**config.mk**
```make
export PLATFORM = sky130hd
export DESIGN_NAME = xbin_cell_stream_decoder
export DESIGN_NICKNAME = d
export VERILOG_FILES = /design/src/xbin_pkg.sv /design/src/xbin_cell_stream_decoder.sv /design/src/xbin_ctrl.sv /design/src/xbin_datapath.sv
export SDC_FILE = /design/constraint.sdc
export NUM_CORES = 1
export LEC_CHECK = 0
export ABC_AREA = 1
export BUFFER_PORTS_ARGS = -buffer_cell sky130_fd_sc_hd__buf_4
export CAP_MARGIN = 0
export CORE_MARGIN = 5
export CORE_UTILIZATION = 30
export CTS_CLUSTER_DIAMETER = 40
export DETAILED_ROUTE_END_ITERATION = 16
export PLACE_DENSITY = 0.44
export REMOVE_ABC_BUFFERS = 1
export SYNTH_ARGS = -nofsm -noshare
export SYNTH_HDL_FRONTEND = slang
export SYNTH_SLANG_ARGS = --single-unit
```
**constraint.sdc**
```tcl
create_clock -name clk_i -period 6.8 [get_ports clk_i]
set_clock_uncertainty 0.2 [all_clocks]
set_input_delay 1.36 -clock clk_i [delete_from_list [all_inputs] [get_ports clk_i]]
set_output_delay 1.36 -clock clk_i [all_outputs]
set_load 0.05 [all_outputs]
```
**src/xbin_pkg.sv**
```systemverilog
// Shared types and constants for the XBin cell stream decoder.
// Used by the controller, the datapath and the top level; no dependencies.
`timescale 1ns / 1ps

package xbin_pkg;

  // Field widths
  localparam int unsigned ByteW  = 8;
  localparam int unsigned NibW   = 4;
  localparam int unsigned PosW   = 16;
  localparam int unsigned CfgW   = 16;
  localparam int unsigned CfgAW  = 2;
  localparam int unsigned LeftW  = 7;
  localparam int unsigned CellW  = ByteW + 2 * NibW + 2 * PosW;

  // Reset values of the configuration registers
  localparam logic [CfgW-1:0] ColumnsReset = 16'd80;
  localparam logic [CfgW-1:0] RowsReset    = 16'd25;

  // Configuration register indexes
  typedef enum logic [CfgAW-1:0] {
    CFG_COLUMNS    = 2'd0,
    CFG_ROWS       = 2'd1,
    CFG_COMPRESSED = 2'd2
  } cfg_idx_e;

  // Run types of a compressed run header (bits 7..6)
  typedef enum logic [1:0] {
    RUN_LITERAL = 2'd0,
    RUN_CHAR    = 2'd1,
    RUN_ATTR    = 2'd2,
    RUN_BOTH    = 2'd3
  } run_type_e;

  // Controller to datapath commands
  typedef struct packed {
    logic ld_char;         // held character <= input byte
    logic ld_attr;         // held attribute <= input byte
    logic ld_head;         // run type and count <= header byte
    logic emit;            // try to place one cell in the output register
    logic char_from_byte;  // cell character comes from the input byte
    logic attr_from_byte;  // cell attribute comes from the input byte
    logic last;            // cell is the final one for its byte
    logic dec_left;        // one cell of the run is used up
  } dp_cmd_t;

  // Datapath to controller status
  typedef struct packed {
    logic      compressed;  // current mode
    logic      mode_wr;     // mode register written this cycle
    logic      finished;    // image complete, all bytes ignored
    logic      left_one;    // one cell left in the run
    logic      slot_free;   // output register can take a cell this cycle
    run_type_e run_type;
  } dp_status_t;

endpackage

```
**src/xbin_cell_stream_decoder.sv**
```systemverilog
// XBin cell stream decoder: top level joining controller and datapath.
// Depends on xbin_pkg, xbin_ctrl and xbin_datapath.
`timescale 1ns / 1ps

// Takes the cell-data bytes of an XBin image on the slave stream, one byte
// per cycle, and returns text cells on the master stream from a single output
// register. A byte that produces no cell is taken in any cycle; a byte that
// produces a cell is taken when the output register is empty or being read in
// that cycle. An attribute byte that starts a both-repeated run of n cells
// places the first cell at once and then holds tready low while the controller
// emits the other n-1 cells, one per cycle when the cell stream does not stall
// and one cell per free output slot when it does. When the image ends inside
// such a run the rest of the run is dropped and tready returns once the
// registered finished flag ends the burst. Writing the compressed register
// restarts parsing at a run header; write configuration only while no cells
// are pending. After the cell that completes the last row every byte is
// accepted and ignored until reset. There is no clearing pass after reset.
module xbin_cell_stream_decoder (
  input  logic                        clk_i,
  input  logic                        rst_ni,
  // configuration write port
  input  logic                        cfg_we_i,
  input  logic [xbin_pkg::CfgAW-1:0]  cfg_addr_i,
  input  logic [xbin_pkg::CfgW-1:0]   cfg_wdata_i,
  // input bytes
  input  logic                        s_axis_tvalid,
  output logic                        s_axis_tready,
  input  logic [xbin_pkg::ByteW-1:0]  s_axis_tdata,   // [7:0] data_byte
  // output cells
  output logic                        m_axis_tvalid,
  input  logic                        m_axis_tready,
  // [7:0] char_code, [11:8] foreground, [15:12] background,
  // [31:16] column, [47:32] row
  output logic [xbin_pkg::CellW-1:0]  m_axis_tdata,
  output logic                        m_axis_tlast,   // last_of_run
  output logic                        m_axis_tuser    // image_done
);
  import xbin_pkg::*;

  dp_cmd_t    cmd;
  dp_status_t status;

  // Parsing controller
  xbin_ctrl u_ctrl (
    .clk_i    (clk_i),
    .rst_ni   (rst_ni),
    .tvalid_i (s_axis_tvalid),
    .tready_o (s_axis_tready),
    .status_i (status),
    .cmd_o    (cmd)
  );

  // Datapath
  xbin_datapath u_datapath (
    .clk_i       (clk_i),
    .rst_ni      (rst_ni),
    .cfg_we_i    (cfg_we_i),
    .cfg_addr_i  (cfg_addr_i),
    .cfg_wdata_i (cfg_wdata_i),
    .byte_i      (s_axis_tdata),
    .cmd_i       (cmd),
    .status_o    (status),
    .m_tvalid_o  (m_axis_tvalid),
    .m_tready_i  (m_axis_tready),
    .m_tdata_o   (m_axis_tdata),
    .m_tlast_o   (m_axis_tlast),
    .m_tuser_o   (m_axis_tuser)
  );

`ifndef ASSERT_OFF
  // a cell is never placed over one still waiting
  a_no_overwrite: assert property (@(posedge clk_i) disable iff (!rst_ni)
    (cmd.emit && !status.finished) |-> (!m_axis_tvalid || m_axis_tready))
    else $error("cell emitted while output register is full");

  // nothing follows the cell that completes the image
  a_done_is_final: assert property (@(posedge clk_i) disable iff (!rst_ni)
    (m_axis_tvalid && m_axis_tready && m_axis_tuser) |=> !m_axis_tvalid)
    else $error("cell emitted after image done");

  // a header byte never produces a cell
  a_head_no_emit: assert property (@(posedge clk_i) disable iff (!rst_ni)
    !(cmd.ld_head && cmd.emit))
    else $error("run header produced a cell");
`endif

endmodule

```
**src/xbin_ctrl.sv**
```systemverilog
// Byte parsing controller for the XBin cell stream decoder.
// Depends on xbin_pkg; drives the datapath through dp_cmd_t.
`timescale 1ns / 1ps

module xbin_ctrl (
  input  logic                clk_i,
  input  logic                rst_ni,
  input  logic                tvalid_i,
  output logic                tready_o,
  input  xbin_pkg::dp_status_t status_i,
  output xbin_pkg::dp_cmd_t    cmd_o
);
  import xbin_pkg::*;

  typedef enum logic [2:0] {
    ST_HEAD,    // run header, or character byte in raw mode
    ST_RAWATT,  // attribute byte in raw mode
    ST_FIRST,   // first byte of a run step
    ST_SECOND,  // attribute byte after a character
    ST_STREAM,  // streamed byte against a held value
    ST_BURST    // both-repeated run, one cell per cycle while the output slot is free
  } state_e;

  state_e state_q, state_d;
  logic   needs_slot;
  logic   fire;

  // Does a byte in this state produce a cell?
  always_comb begin
    if (!status_i.compressed) begin
      needs_slot = (state_q == ST_RAWATT);
    end else begin
      needs_slot = (state_q == ST_SECOND) || (state_q == ST_STREAM);
    end
  end

  assign tready_o = (state_q != ST_BURST) &&
                    (!needs_slot || status_i.slot_free || status_i.finished);
  assign fire     = tvalid_i && tready_o;

  // Next state and commands
  always_comb begin
    state_d = state_q;
    cmd_o   = '0;
    unique case (state_q)
      ST_BURST: begin
        if (status_i.finished) begin
          state_d = ST_HEAD;
        end else if (status_i.slot_free) begin
          cmd_o.emit     = 1'b1;
          cmd_o.last     = status_i.left_one;
          cmd_o.dec_left = 1'b1;
          if (status_i.left_one) begin
            state_d = ST_HEAD;
          end
        end
      end
      default: begin
        if (fire && !status_i.compressed) begin
          // raw pairs: character then attribute
          if (state_q == ST_RAWATT) begin
            cmd_o.ld_attr        = 1'b1;
            cmd_o.emit           = 1'b1;
            cmd_o.attr_from_byte = 1'b1;
            cmd_o.last           = 1'b1;
            state_d              = ST_HEAD;
          end else begin
            cmd_o.ld_char = 1'b1;
            state_d       = ST_RAWATT;
          end
        end else if (fire) begin
          unique case (state_q)
            ST_FIRST: begin
              unique case (status_i.run_type)
                RUN_LITERAL: begin
                  cmd_o.ld_char = 1'b1;
                  state_d       = ST_SECOND;
                end
                RUN_CHAR: begin
                  cmd_o.ld_char = 1'b1;
                  state_d       = ST_STREAM;
                end
                RUN_ATTR: begin
                  cmd_o.ld_attr = 1'b1;
                  state_d       = ST_STREAM;
                end
                default: begin
                  cmd_o.ld_char = 1'b1;
                  state_d       = ST_SECOND;
                end
              endcase
            end
            ST_SECOND: begin
              cmd_o.ld_attr        = 1'b1;
              cmd_o.emit           = 1'b1;
              cmd_o.attr_from_byte = 1'b1;
              cmd_o.dec_left       = 1'b1;
              if (status_i.run_type == RUN_BOTH) begin
                cmd_o.last = status_i.left_one;
                state_d    = status_i.left_one ? ST_HEAD : ST_BURST;
              end else begin
                cmd_o.last = 1'b1;
                state_d    = status_i.left_one ? ST_HEAD : ST_FIRST;
              end
            end
            ST_STREAM: begin
              cmd_o.emit     = 1'b1;
              cmd_o.last     = 1'b1;
              cmd_o.dec_left = 1'b1;
              if (status_i.run_type == RUN_CHAR) begin
                cmd_o.ld_attr        = 1'b1;
                cmd_o.attr_from_byte = 1'b1;
              end else begin
                cmd_o.ld_char        = 1'b1;
                cmd_o.char_from_byte = 1'b1;
              end
              state_d = status_i.left_one ? ST_HEAD : ST_STREAM;
            end
            default: begin
              // run header
              cmd_o.ld_head = 1'b1;
              state_d       = ST_FIRST;
            end
          endcase
        end
      end
    endcase
    // a mode write restarts parsing
    if (status_i.mode_wr) begin
      state_d = ST_HEAD;
    end
  end

  // State register
  always_ff @(posedge clk_i or negedge rst_ni) begin
    if (!rst_ni) begin
      state_q <= ST_HEAD;
    end else begin
      state_q <= state_d;
    end
  end

endmodule

```
**src/xbin_datapath.sv**
```systemverilog
// Datapath of the XBin cell stream decoder: config registers, held values,
// run counter, cell position and the output register. Depends on xbin_pkg.
`timescale 1ns / 1ps

module xbin_datapath (
  input  logic                               clk_i,
  input  logic                               rst_ni,
  input  logic                               cfg_we_i,
  input  logic [xbin_pkg::CfgAW-1:0]         cfg_addr_i,
  input  logic [xbin_pkg::CfgW-1:0]          cfg_wdata_i,
  input  logic [xbin_pkg::ByteW-1:0]         byte_i,
  input  xbin_pkg::dp_cmd_t                  cmd_i,
  output xbin_pkg::dp_status_t               status_o,
  output logic                               m_tvalid_o,
  input  logic                               m_tready_i,
  output logic [xbin_pkg::CellW-1:0]         m_tdata_o,
  output logic                               m_tlast_o,
  output logic                               m_tuser_o
);
  import xbin_pkg::*;

  logic [CfgW-1:0]  columns_q, rows_q;
  logic             compressed_q;
  logic             mode_wr;
  run_type_e        run_type_q;
  logic [LeftW-1:0] run_left_q, run_left_d;
  logic [ByteW-1:0] held_char_q, held_attr_q;
  logic [PosW-1:0]  col_q, col_d, row_q, row_d;
  logic             finished_q, finished_d;
  logic             out_valid_q, out_valid_d;
  logic [CellW-1:0] out_cell_q;
  logic             out_last_q, out_done_q;

  logic [ByteW-1:0] cell_char, cell_attr;
  logic [PosW:0]    col_inc;
  logic [PosW-1:0]  row_inc;
  logic             wrap, done, load;

  assign mode_wr = cfg_we_i && (cfg_addr_i == CFG_COMPRESSED);

  // Configuration registers
  always_ff @(posedge clk_i or negedge rst_ni) begin
    if (!rst_ni) begin
      columns_q    <= ColumnsReset;
      rows_q       <= RowsReset;
      compressed_q <= 1'b0;
    end else if (cfg_we_i) begin
      if (cfg_addr_i == CFG_COLUMNS) begin
        columns_q <= cfg_wdata_i;
      end
      if (cfg_addr_i == CFG_ROWS) begin
        rows_q <= cfg_wdata_i;
      end
      if (cfg_addr_i == CFG_COMPRESSED) begin
        compressed_q <= cfg_wdata_i[0];
      end
    end
  end

  // Cell values and next position
  assign cell_char = cmd_i.char_from_byte ? byte_i : held_char_q;
  assign cell_attr = cmd_i.attr_from_byte ? byte_i : held_attr_q;
  assign col_inc   = {1'b0, col_q} + {{PosW{1'b0}}, 1'b1};
  assign wrap      = col_inc[PosW] || (col_inc[PosW-1:0] >= columns_q);
  assign row_inc   = row_q + {{(PosW-1){1'b0}}, 1'b1};
  assign done      = wrap && (row_inc >= rows_q);

  // Emit: dropped once finished or when the row lies past the image
  always_comb begin
    load       = 1'b0;
    col_d      = col_q;
    row_d      = row_q;
    finished_d = finished_q;
    if (cmd_i.emit && !finished_q) begin
      if (row_q >= rows_q) begin
        finished_d = 1'b1;
      end else begin
        load = 1'b1;
        if (wrap) begin
          col_d      = '0;
          row_d      = row_inc;
          finished_d = done;
        end else begin
          col_d = col_inc[PosW-1:0];
        end
      end
    end
  end

  // Run counter
  always_comb begin
    run_left_d = run_left_q;
    if (mode_wr) begin
      run_left_d = '0;
    end else if (cmd_i.ld_head) begin
      run_left_d = {1'b0, byte_i[5:0]} + {{(LeftW-1){1'b0}}, 1'b1};
    end else if (cmd_i.dec_left && (run_left_q != '0)) begin
      run_left_d = run_left_q - {{(LeftW-1){1'b0}}, 1'b1};
    end
  end

  // Control state
  always_ff @(posedge clk_i or negedge rst_ni) begin
    if (!rst_ni) begin
      run_type_q <= RUN_LITERAL;
      run_left_q <= '0;
      col_q      <= '0;
      row_q      <= '0;
      finished_q <= 1'b0;
    end else begin
      if (cmd_i.ld_head) begin
        run_type_q <= run_type_e'(byte_i[7:6]);
      end
      run_left_q <= run_left_d;
      col_q      <= col_d;
      row_q      <= row_d;
      finished_q <= finished_d;
    end
  end

  // Held character and attribute
  always_ff @(posedge clk_i) begin
    if (cmd_i.ld_char) begin
      held_char_q <= byte_i;
    end
    if (cmd_i.ld_attr) begin
      held_attr_q <= byte_i;
    end
  end

  // Output register
  assign out_valid_d = load ? 1'b1 : (m_tready_i ? 1'b0 : out_valid_q);

  always_ff @(posedge clk_i or negedge rst_ni) begin
    if (!rst_ni) begin
      out_valid_q <= 1'b0;
    end else begin
      out_valid_q <= out_valid_d;
    end
  end

  always_ff @(posedge clk_i) begin
    if (load) begin
      out_cell_q <= {row_q, col_q, cell_attr[7:4], cell_attr[3:0], cell_char};
      out_last_q <= cmd_i.last || done;
      out_done_q <= done;
    end
  end

  assign m_tvalid_o = out_valid_q;
  assign m_tdata_o  = out_cell_q;
  assign m_tlast_o  = out_last_q;
  assign m_tuser_o  = out_done_q;

  // Status
  assign status_o.compressed = compressed_q;
  assign status_o.mode_wr    = mode_wr;
  assign status_o.finished   = finished_q;
  assign status_o.left_one   = (run_left_q == {{(LeftW-1){1'b0}}, 1'b1});
  assign status_o.slot_free  = !out_valid_q || m_tready_i;
  assign status_o.run_type   = run_type_q;

endmodule

```
==> run_results.csv, run 1 <==
group,metric,value,unit
detailed_routing,routed_via_density,4.46,
clock_tree,cts_tree,"yes",
global_route,grt_max_degree,59,
worst_setup_path,critPathLaunchType,"flop",
power,p_per_area,271,mW/mm²
detailed_routing,vias,5917,
detailed_routing,wl_per_cell,14.3,µm
floorplanning,die_area,0.0296,mm²
worst_setup_path,cp_common_cell,"nand2_1",
detailed_routing,dr.pass1.iters,4,
synth,syn_area,0.00787,mm²
min_path,hold_path.class,"reg -> reg",
synth,ys_seq_elements,145,
clock_tree,cts_made_buffers,17,
sta,max_freq,231,MHz
sta,setup_tns,0,ps
global_route,grt_overflow,0,
worst_setup_path,max_stage_delay,840,ps
job,maxCapViolCount,0,
sta,final_hold_viol_count,0,
floorplanning,coreArea,0.0260,mm²
clock_tree,clk_path_buf_depth,2,
placed_design,place_ws,2200,ps
synth,syn_area_per_cell,8.80,µm²
worst_setup_path,cp-end-kind,"flop",
synth,ys_warn_count,0,
sta,drv_slew,0,
sta,layout_setup_ws,2470,ps
detailed_routing,totalWireLength,19000,µm
clock_tree,clk_pin_slew,70,ps
detailed_routing,drc,0,
placed_design,io_buffers,82,
worst_setup_path,crit_chain,"ha_1, nand2_1, inv_1, nor2_1, o21ai_0, a21oi_1, nand2_1, nor2_2, nand2_4, inv_2, buf_4",
synth,synth.distinct_cells,36,
sta,fin_crit,4330,ps
cells_and_area,synthToLayoutAreaGrowth,20.0,%
cells_and_area,drive_gt1_share,14.3,%
cells_and_area,nets,1067,
sta,worstMarginPinSlew,1100,ps
global_route,grt_antenna_before_repair,0,
clock_tree,ctsHoldBuffers,0,
sta,setup_violations,0,
worst_setup_path,cp_slowest_cell,"inv_2",
power,p_leak,4.79,nW
outcome,status,"completed",
clock_tree,htreeDepth,4,
floorplanning,die_x,172,µm
clock_tree,clock-root-buffer,"clkbuf_16",
global_route,first_global_vias,6066,
placed_design,gp_congestion,0.795,
worst_setup_path,cp.arrival,4230,ps
floorplanning,start_util,30.3,%
detailed_routing,drtIter0Drc,293,
synth,ys_seq_area_share,50.4,%
worst_setup_path,path_delay_family,"buffers and inverters",
cells_and_area,layout_commonest_cell,"nand2_1",
placed_design,dp_hpwl,14000,µm
global_route,grt_pass1_wl,31200,µm
clock_tree,post-cts-setup-buffers,0,
clock_tree,cts_resized,0,
floorplanning,ioPinCount,83,
worst_setup_path,worstPathMaxFanout,49,
floorplanning,row_count,59,
worst_setup_path,cp.required,6700,ps
cells_and_area,antennaDiodeCount,0,
clock_tree,cts.sinks,145,
detailed_routing,antenna_left,0,
sta,slew_headroom,26.8,%
sta,rsz0062_at_grt,"false",
synth,syn_inst,895,
cells_and_area,layout_common_cells,"nand2_1 (238), inv_1 (128), buf_4 (86)",
floorplanning,fp.dieH,172,µm
worst_setup_path,crit_buf_inv,3,
global_route,grtUsageTotal,13.4,%
sta,fin_crit_sh,63.7,%
worst_setup_path,critPathKind,"reg -> reg",
power,ir_drop,0.000140,V
clock_tree,clk_latency,420,ps
logic make-up after synthesis:
| group | synth area share, % |
|---|---|
| AOI/OAI and AO/OA | 7.23 |
| DFF | 50.4 |
| and+or+nand+nor | 22.4 |
| xor gates and xnor gates | 3.56 |
| adders and majority gates | 8.90 |
| buffers and inverters | 7.57 |
where the power goes:
part | switching, mW | internal [mW] | leakage, nW
registers | 0.0556 | 1.01 | 1.65
logic | 0.330 | 0.183 | 2.83
clock network | 0.414 | 0.559 | 0.302
total | 0.800 | 1.76 | 4.79
final cells by class:
cell class,instances,area [µm²]
Fill cell,2721,16500
Multi-Input combinational cell,600,3320
Clock buffer,17,425
Clock inverter,15,189
Inverter,130,488
Timing Repair Buffer,86,646
Sequential cell,145,3970
Tap cell,335,419
worst reg2reg max path, cell delays in order (launching register included):
cell and delay, ps:
dfrtp_1 470, ha_1 340, nand2_1 60, inv_1 30
nor2_1 70, o21ai_0 100, a21oi_1 280, nand2_1 110
nor2_2 750, nand2_4 290, inv_2 840, buf_4 450
metrics by stage:
stage | instance area (µm²) | utilization [%] | total power [mW] | hold slack (ps) | cells
finish | 9450 | 36.4 | 2.56 | 289 | 1328
global placement | 8830 | 34.0 | 1.61 | 270 | 1296
detailed placement | 8830 | 34.0 | 1.61 | 274 | 1296
global route | 9450 | 36.4 | 2.73 | 312 | 1328
CTS | 9450 | 36.4 | 2.60 | 290 | 1328
floorplan | 7760 | - | 1.45 | 253 | 875
layer usage:
layer  GRT usage, %  wire length (µm)  up-vias
met5              0                 0        -
li1               -                 -     3104
met1           18.0              9020     2715
met3           2.86               746       13
met2           22.0              9000       85
met4           3.45               180        0
cells in the mapped netlist:
| master | count | area share, % |
|---|---|---|
| clkbuf_1 | 8 | 0.38 |
| o211ai_1 | 2 | 0.19 |
| xor2_1 | 25 | 2.8 |
| dfrtp_1 | 74 | 24 |
| dfstp_2 | 5 | 1.7 |
| nand3b_1 | 2 | 0.19 |
| nand2_1 | 238 | 11 |
| edfxtp_1 | 66 | 25 |
| inv_2 | 2 | 0.095 |
| a31oi_1 | 2 | 0.16 |
| o31ai_1 | 1 | 0.095 |
| buf_6 | 2 | 0.29 |
| o21a_1 | 3 | 0.29 |
| nor4_1 | 3 | 0.24 |
| nand4_2 | 1 | 0.16 |
| nand2_4 | 1 | 0.14 |
| nand3_1 | 40 | 2.5 |
| nand3_2 | 1 | 0.13 |
| nor2_2 | 4 | 0.32 |
| o21ai_0 | 69 | 4.4 |
| or2_2 | 2 | 0.16 |
| nand4_1 | 29 | 2.3 |
| nor3_1 | 11 | 0.70 |
| a21oi_1 | 24 | 1.5 |
| xnor2_1 | 7 | 0.78 |
| nor3_2 | 1 | 0.13 |
| buf_2 | 8 | 0.51 |
| nand2_2 | 2 | 0.16 |
| o21bai_1 | 2 | 0.19 |
| buf_4 | 2 | 0.19 |
| o21ai_1 | 3 | 0.19 |
| ha_1 | 56 | 8.9 |
| inv_1 | 128 | 6.1 |
| nand3_4 | 3 | 0.67 |
| nor2_1 | 67 | 3.2 |
| o21ai_4 | 1 | 0.21 |
final timing paths:
path / start / to / slack, ps / cells past startpoint
max in group asynchronous: rst_ni / u_datapath.col_q[7]$_DFFE_PN0P_ / 4680 / 2
min in group asynchronous: rst_ni / u_datapath.row_q[9]$_DFFE_PN0P_ / 630 / 1
worst min register to register: u_datapath.rows_q[9]$_DFFE_PN0P_ / u_datapath.rows_q[9]$_DFFE_PN0P_ / 290 / 2
worst max register to register: u_datapath.row_q[9]$_DFFE_PN0P_ / u_datapath.m_tdata_o[27]$_DFFE_PP_ / 2470 / 11
worst min-delay path: u_datapath.rows_q[9]$_DFFE_PN0P_ / u_datapath.rows_q[9]$_DFFE_PN0P_ / 290 / 2
worst max-delay path: u_datapath.row_q[9]$_DFFE_PN0P_ / u_datapath.m_tdata_o[27]$_DFFE_PP_ / 2470 / 11
registers in the layout, indices dropped and copies added (netlist names):
| name | flops |
|---|---|
| u_ctrl.state_q | 3 |
| u_datapath.col_q | 16 |
| u_datapath.columns_q | 16 |
| u_datapath.compressed_q | 1 |
| u_datapath.finished_q | 1 |
| u_datapath.held_attr_q | 8 |
| u_datapath.held_char_q | 8 |
| u_datapath.m_tdata_o | 48 |
| u_datapath.m_tlast_o | 1 |
| u_datapath.m_tuser_o | 1 |
| u_datapath.m_tvalid_o | 1 |
| u_datapath.row_q | 16 |
| u_datapath.rows_q | 16 |
| u_datapath.run_left_q | 7 |
| u_datapath.run_type_q | 2 |
Power figures use the tool's default switching activity.
==> run 2, diff against run 1 <==
Clock period 6.8 ns to 4.53 ns, I/O delays scaled along.
==> run 2 against run 1 <==
  * Combinational power grew 53%
  * Register-to-register slack lost 1600 ps
  * Fmax grew 17%
  * Sequential power grew 50%
  * Worst setup slack lost 1600 ps
  * Clock power grew 47%
  * Sequential share of layout area shrank 0.17 points
  * First-iteration DRC count shrank 16%
  * Sequential cell count is the same
  * Utilization grew 0.14 points
  * Wire length grew 3.6%
  * Critical path type unchanged
  * Critical endpoint is now u_datapath.col_q[11]$_DFFE_PN0P_
==> run_results.csv, run 2 (same netlist as run 1, synthesis figures left out) <==
group,metric,value,unit
cells_and_area,utilization,36.5,%
worst_setup_path,cp.arrival,3860,ps
placed_design,gp_congestion,0.835,
sta,setup_tns,0,ps
power,p_per_area,402,mW/mm²
worst_setup_path,cp-end-kind,"flop",
clock_tree,clk_pin_slew,70,ps
power,p_total,3.82,mW
clock_tree,post-cts-setup-buffers,0,
clock_tree,htreeDepth,4,
cells_and_area,drive_gt1_share,14.7,%
sta,rsz0062_at_grt,"false",
cells_and_area,layout_commonest_cell,"nand2_1",
floorplanning,row_count,59,
worst_setup_path,rrSetupSlack,830,ps
cells_and_area,fin_cells,1334,
cells_and_area,layout_common_cells,"nand2_1 (238), inv_1 (128), buf_4 (91)",
detailed_routing,dr.pass1.iters,4,
cells_and_area,synthToLayoutAreaGrowth,20.5,%
floorplanning,ioPinCount,83,
placed_design,dp_hpwl,14300,µm
worst_setup_path,critPathKind,"reg -> reg",
cells_and_area,antennaDiodeCount,0,
detailed_routing,drc,0,
global_route,grt_max_degree,72,
detailed_routing,totalWireLength,19600,µm
sta,worstMarginPinSlew,1090,ps
floorplanning,start_util,30.3,%
clock_tree,clk_latency,430,ps
worst_setup_path,crit_buf_inv,2,
placed_design,dpl.cell_count,1302,
detailed_routing,routed_via_density,4.51,
clock_tree,clk_path_buf_depth,2,
worst_setup_path,max_stage_delay,470,ps
detailed_routing,vias,6010,
cells_and_area,nets,1073,
clock_tree,cts.sinks,145,
clock_tree,cts_made_buffers,17,
floorplanning,coreArea,0.0260,mm²
global_route,first_global_vias,5950,
global_route,grtUsageTotal,13.9,%
floorplanning,die_x,172,µm
worst_setup_path,timing.rr.start,"u_datapath.col_q[0]$_DFFE_PN0P_",
global_route,grt_antenna_before_repair,0,
min_path,hold_path.class,"reg -> reg",
clock_tree,cts_tree,"yes",
detailed_routing,antenna_left,0,
worst_setup_path,path_delay_family,"simple AND/OR/NAND/NOR gates",
power,ir_drop,0.000273,V
detailed_routing,wl_per_cell,14.7,µm
cells_and_area,largest_reg_flops,48,
sta,slew_headroom,27.4,%
sta,holdWs,287,ps
power,p_leak,4.81,nW
clock_tree,cts_resized,0,
worst_setup_path,cp.required,4690,ps
clock_tree,clock-root-buffer,"clkbuf_16",
global_route,grt_overflow,0,
floorplanning,die_area,0.0296,mm²
sta,final_hold_viol_count,0,
sta,fin_crit_sh,81.7,%
worst_setup_path,critPathLaunch,"u_datapath.col_q[0]$_DFFE_PN0P_",
clock_tree,ctsHoldBuffers,0,
global_route,grt_pass1_wl,32200,µm
sta,drv_slew,0,
worst_setup_path,crit_chain,"ha_1, nand3_1, nor3_2, nand3_1, nor2_1, nand2_1, xor2_1, inv_1, ha_1, nand2_1, o21ai_0, a21oi_1, nand4_1, buf_4, nor2_1, nand2_1, o21ai_1",
sta,fin_crit,3700,ps
sta,setup_violations,0,
worst_setup_path,cp_slowest_cell,"dfrtp_1",
placed_design,io_buffers,82,
detailed_routing,drtIter0Drc,247,
worst_setup_path,cp_common_cell,"nand2_1",
job,maxCapViolCount,0,
outcome,status,"completed",
floorplanning,fp.dieH,172,µm
worst_setup_path,critPathLaunchType,"flop",
worst_setup_path,worstPathMaxFanout,15,
sta,max_freq,270,MHz
min_path,hp-start,"u_datapath.rows_q[9]$_DFFE_PN0P_",
==> run 2: cell types whose count changed in the layout (fill, tap and decap cells not counted), sizes merged <==
cell    delta
buf        +6
inv        +3
clkinv     -1
bufinv     -2
==> run 2: cell type report <==
class / instances / area (µm²)
Timing Repair Buffer: 92 / 703
Fill cell: 2717 / 16500
Sequential cell: 145 / 3970
Tap cell: 335 / 419
Clock buffer: 17 / 425
Inverter: 130 / 488
Multi-Input combinational cell: 600 / 3310
Clock inverter: 15 / 174
==> run 2: metal layers <==
layer,track usage (%),share of wire [%],vias to the layer above
met3,2.70,3.8,15
li1,-,-,3114
met4,4.37,1.4,0
met2,22.3,47,88
met1,19.1,48,2793
met5,0,0,-
==> run 2: worst register-to-register path: stages, from the launching register on <==
cell	delay, ps
dfrtp_1	470
ha_1	220
nand3_1	150
nor3_2	230
nand3_1	160
nor2_1	180
nand2_1	90
xor2_1	180
inv_1	70
ha_1	260
nand2_1	90
o21ai_0	100
a21oi_1	140
nand4_1	450
buf_4	390
nor2_1	110
nand2_1	60
o21ai_1	80
==> run 2: report_power, final <==
group,internal (mW),switching (mW),total [mW]
clock,0.750,0.678,1.43
sequential,1.52,0.0817,1.60
combinational,0.287,0.499,0.785
==> run 2: stage by stage <==
step / worst slack (ps) / cell area [µm²]
4_1_cts: 791 / 9490
2_1_floorplan: 869 / 7760
5_1_grt: 452 / 9490
3_3_place_gp: 982 / 8890
6_report: 829 / 9490
3_5_place_dp: 808 / 8890
==> run 2: worst paths after layout <==
path,cells after the start,to
worst max-delay path,17,u_datapath.col_q[11]$_DFFE_PN0P_
worst min-delay path,2,u_datapath.rows_q[9]$_DFFE_PN0P_
worst max register to register,17,u_datapath.col_q[11]$_DFFE_PN0P_
worst min register to register,2,u_datapath.rows_q[9]$_DFFE_PN0P_
max in group asynchronous,2,u_datapath.rows_q[3]$_DFFE_PN1P_
min in group asynchronous,1,u_datapath.row_q[8]$_DFFE_PN0P_
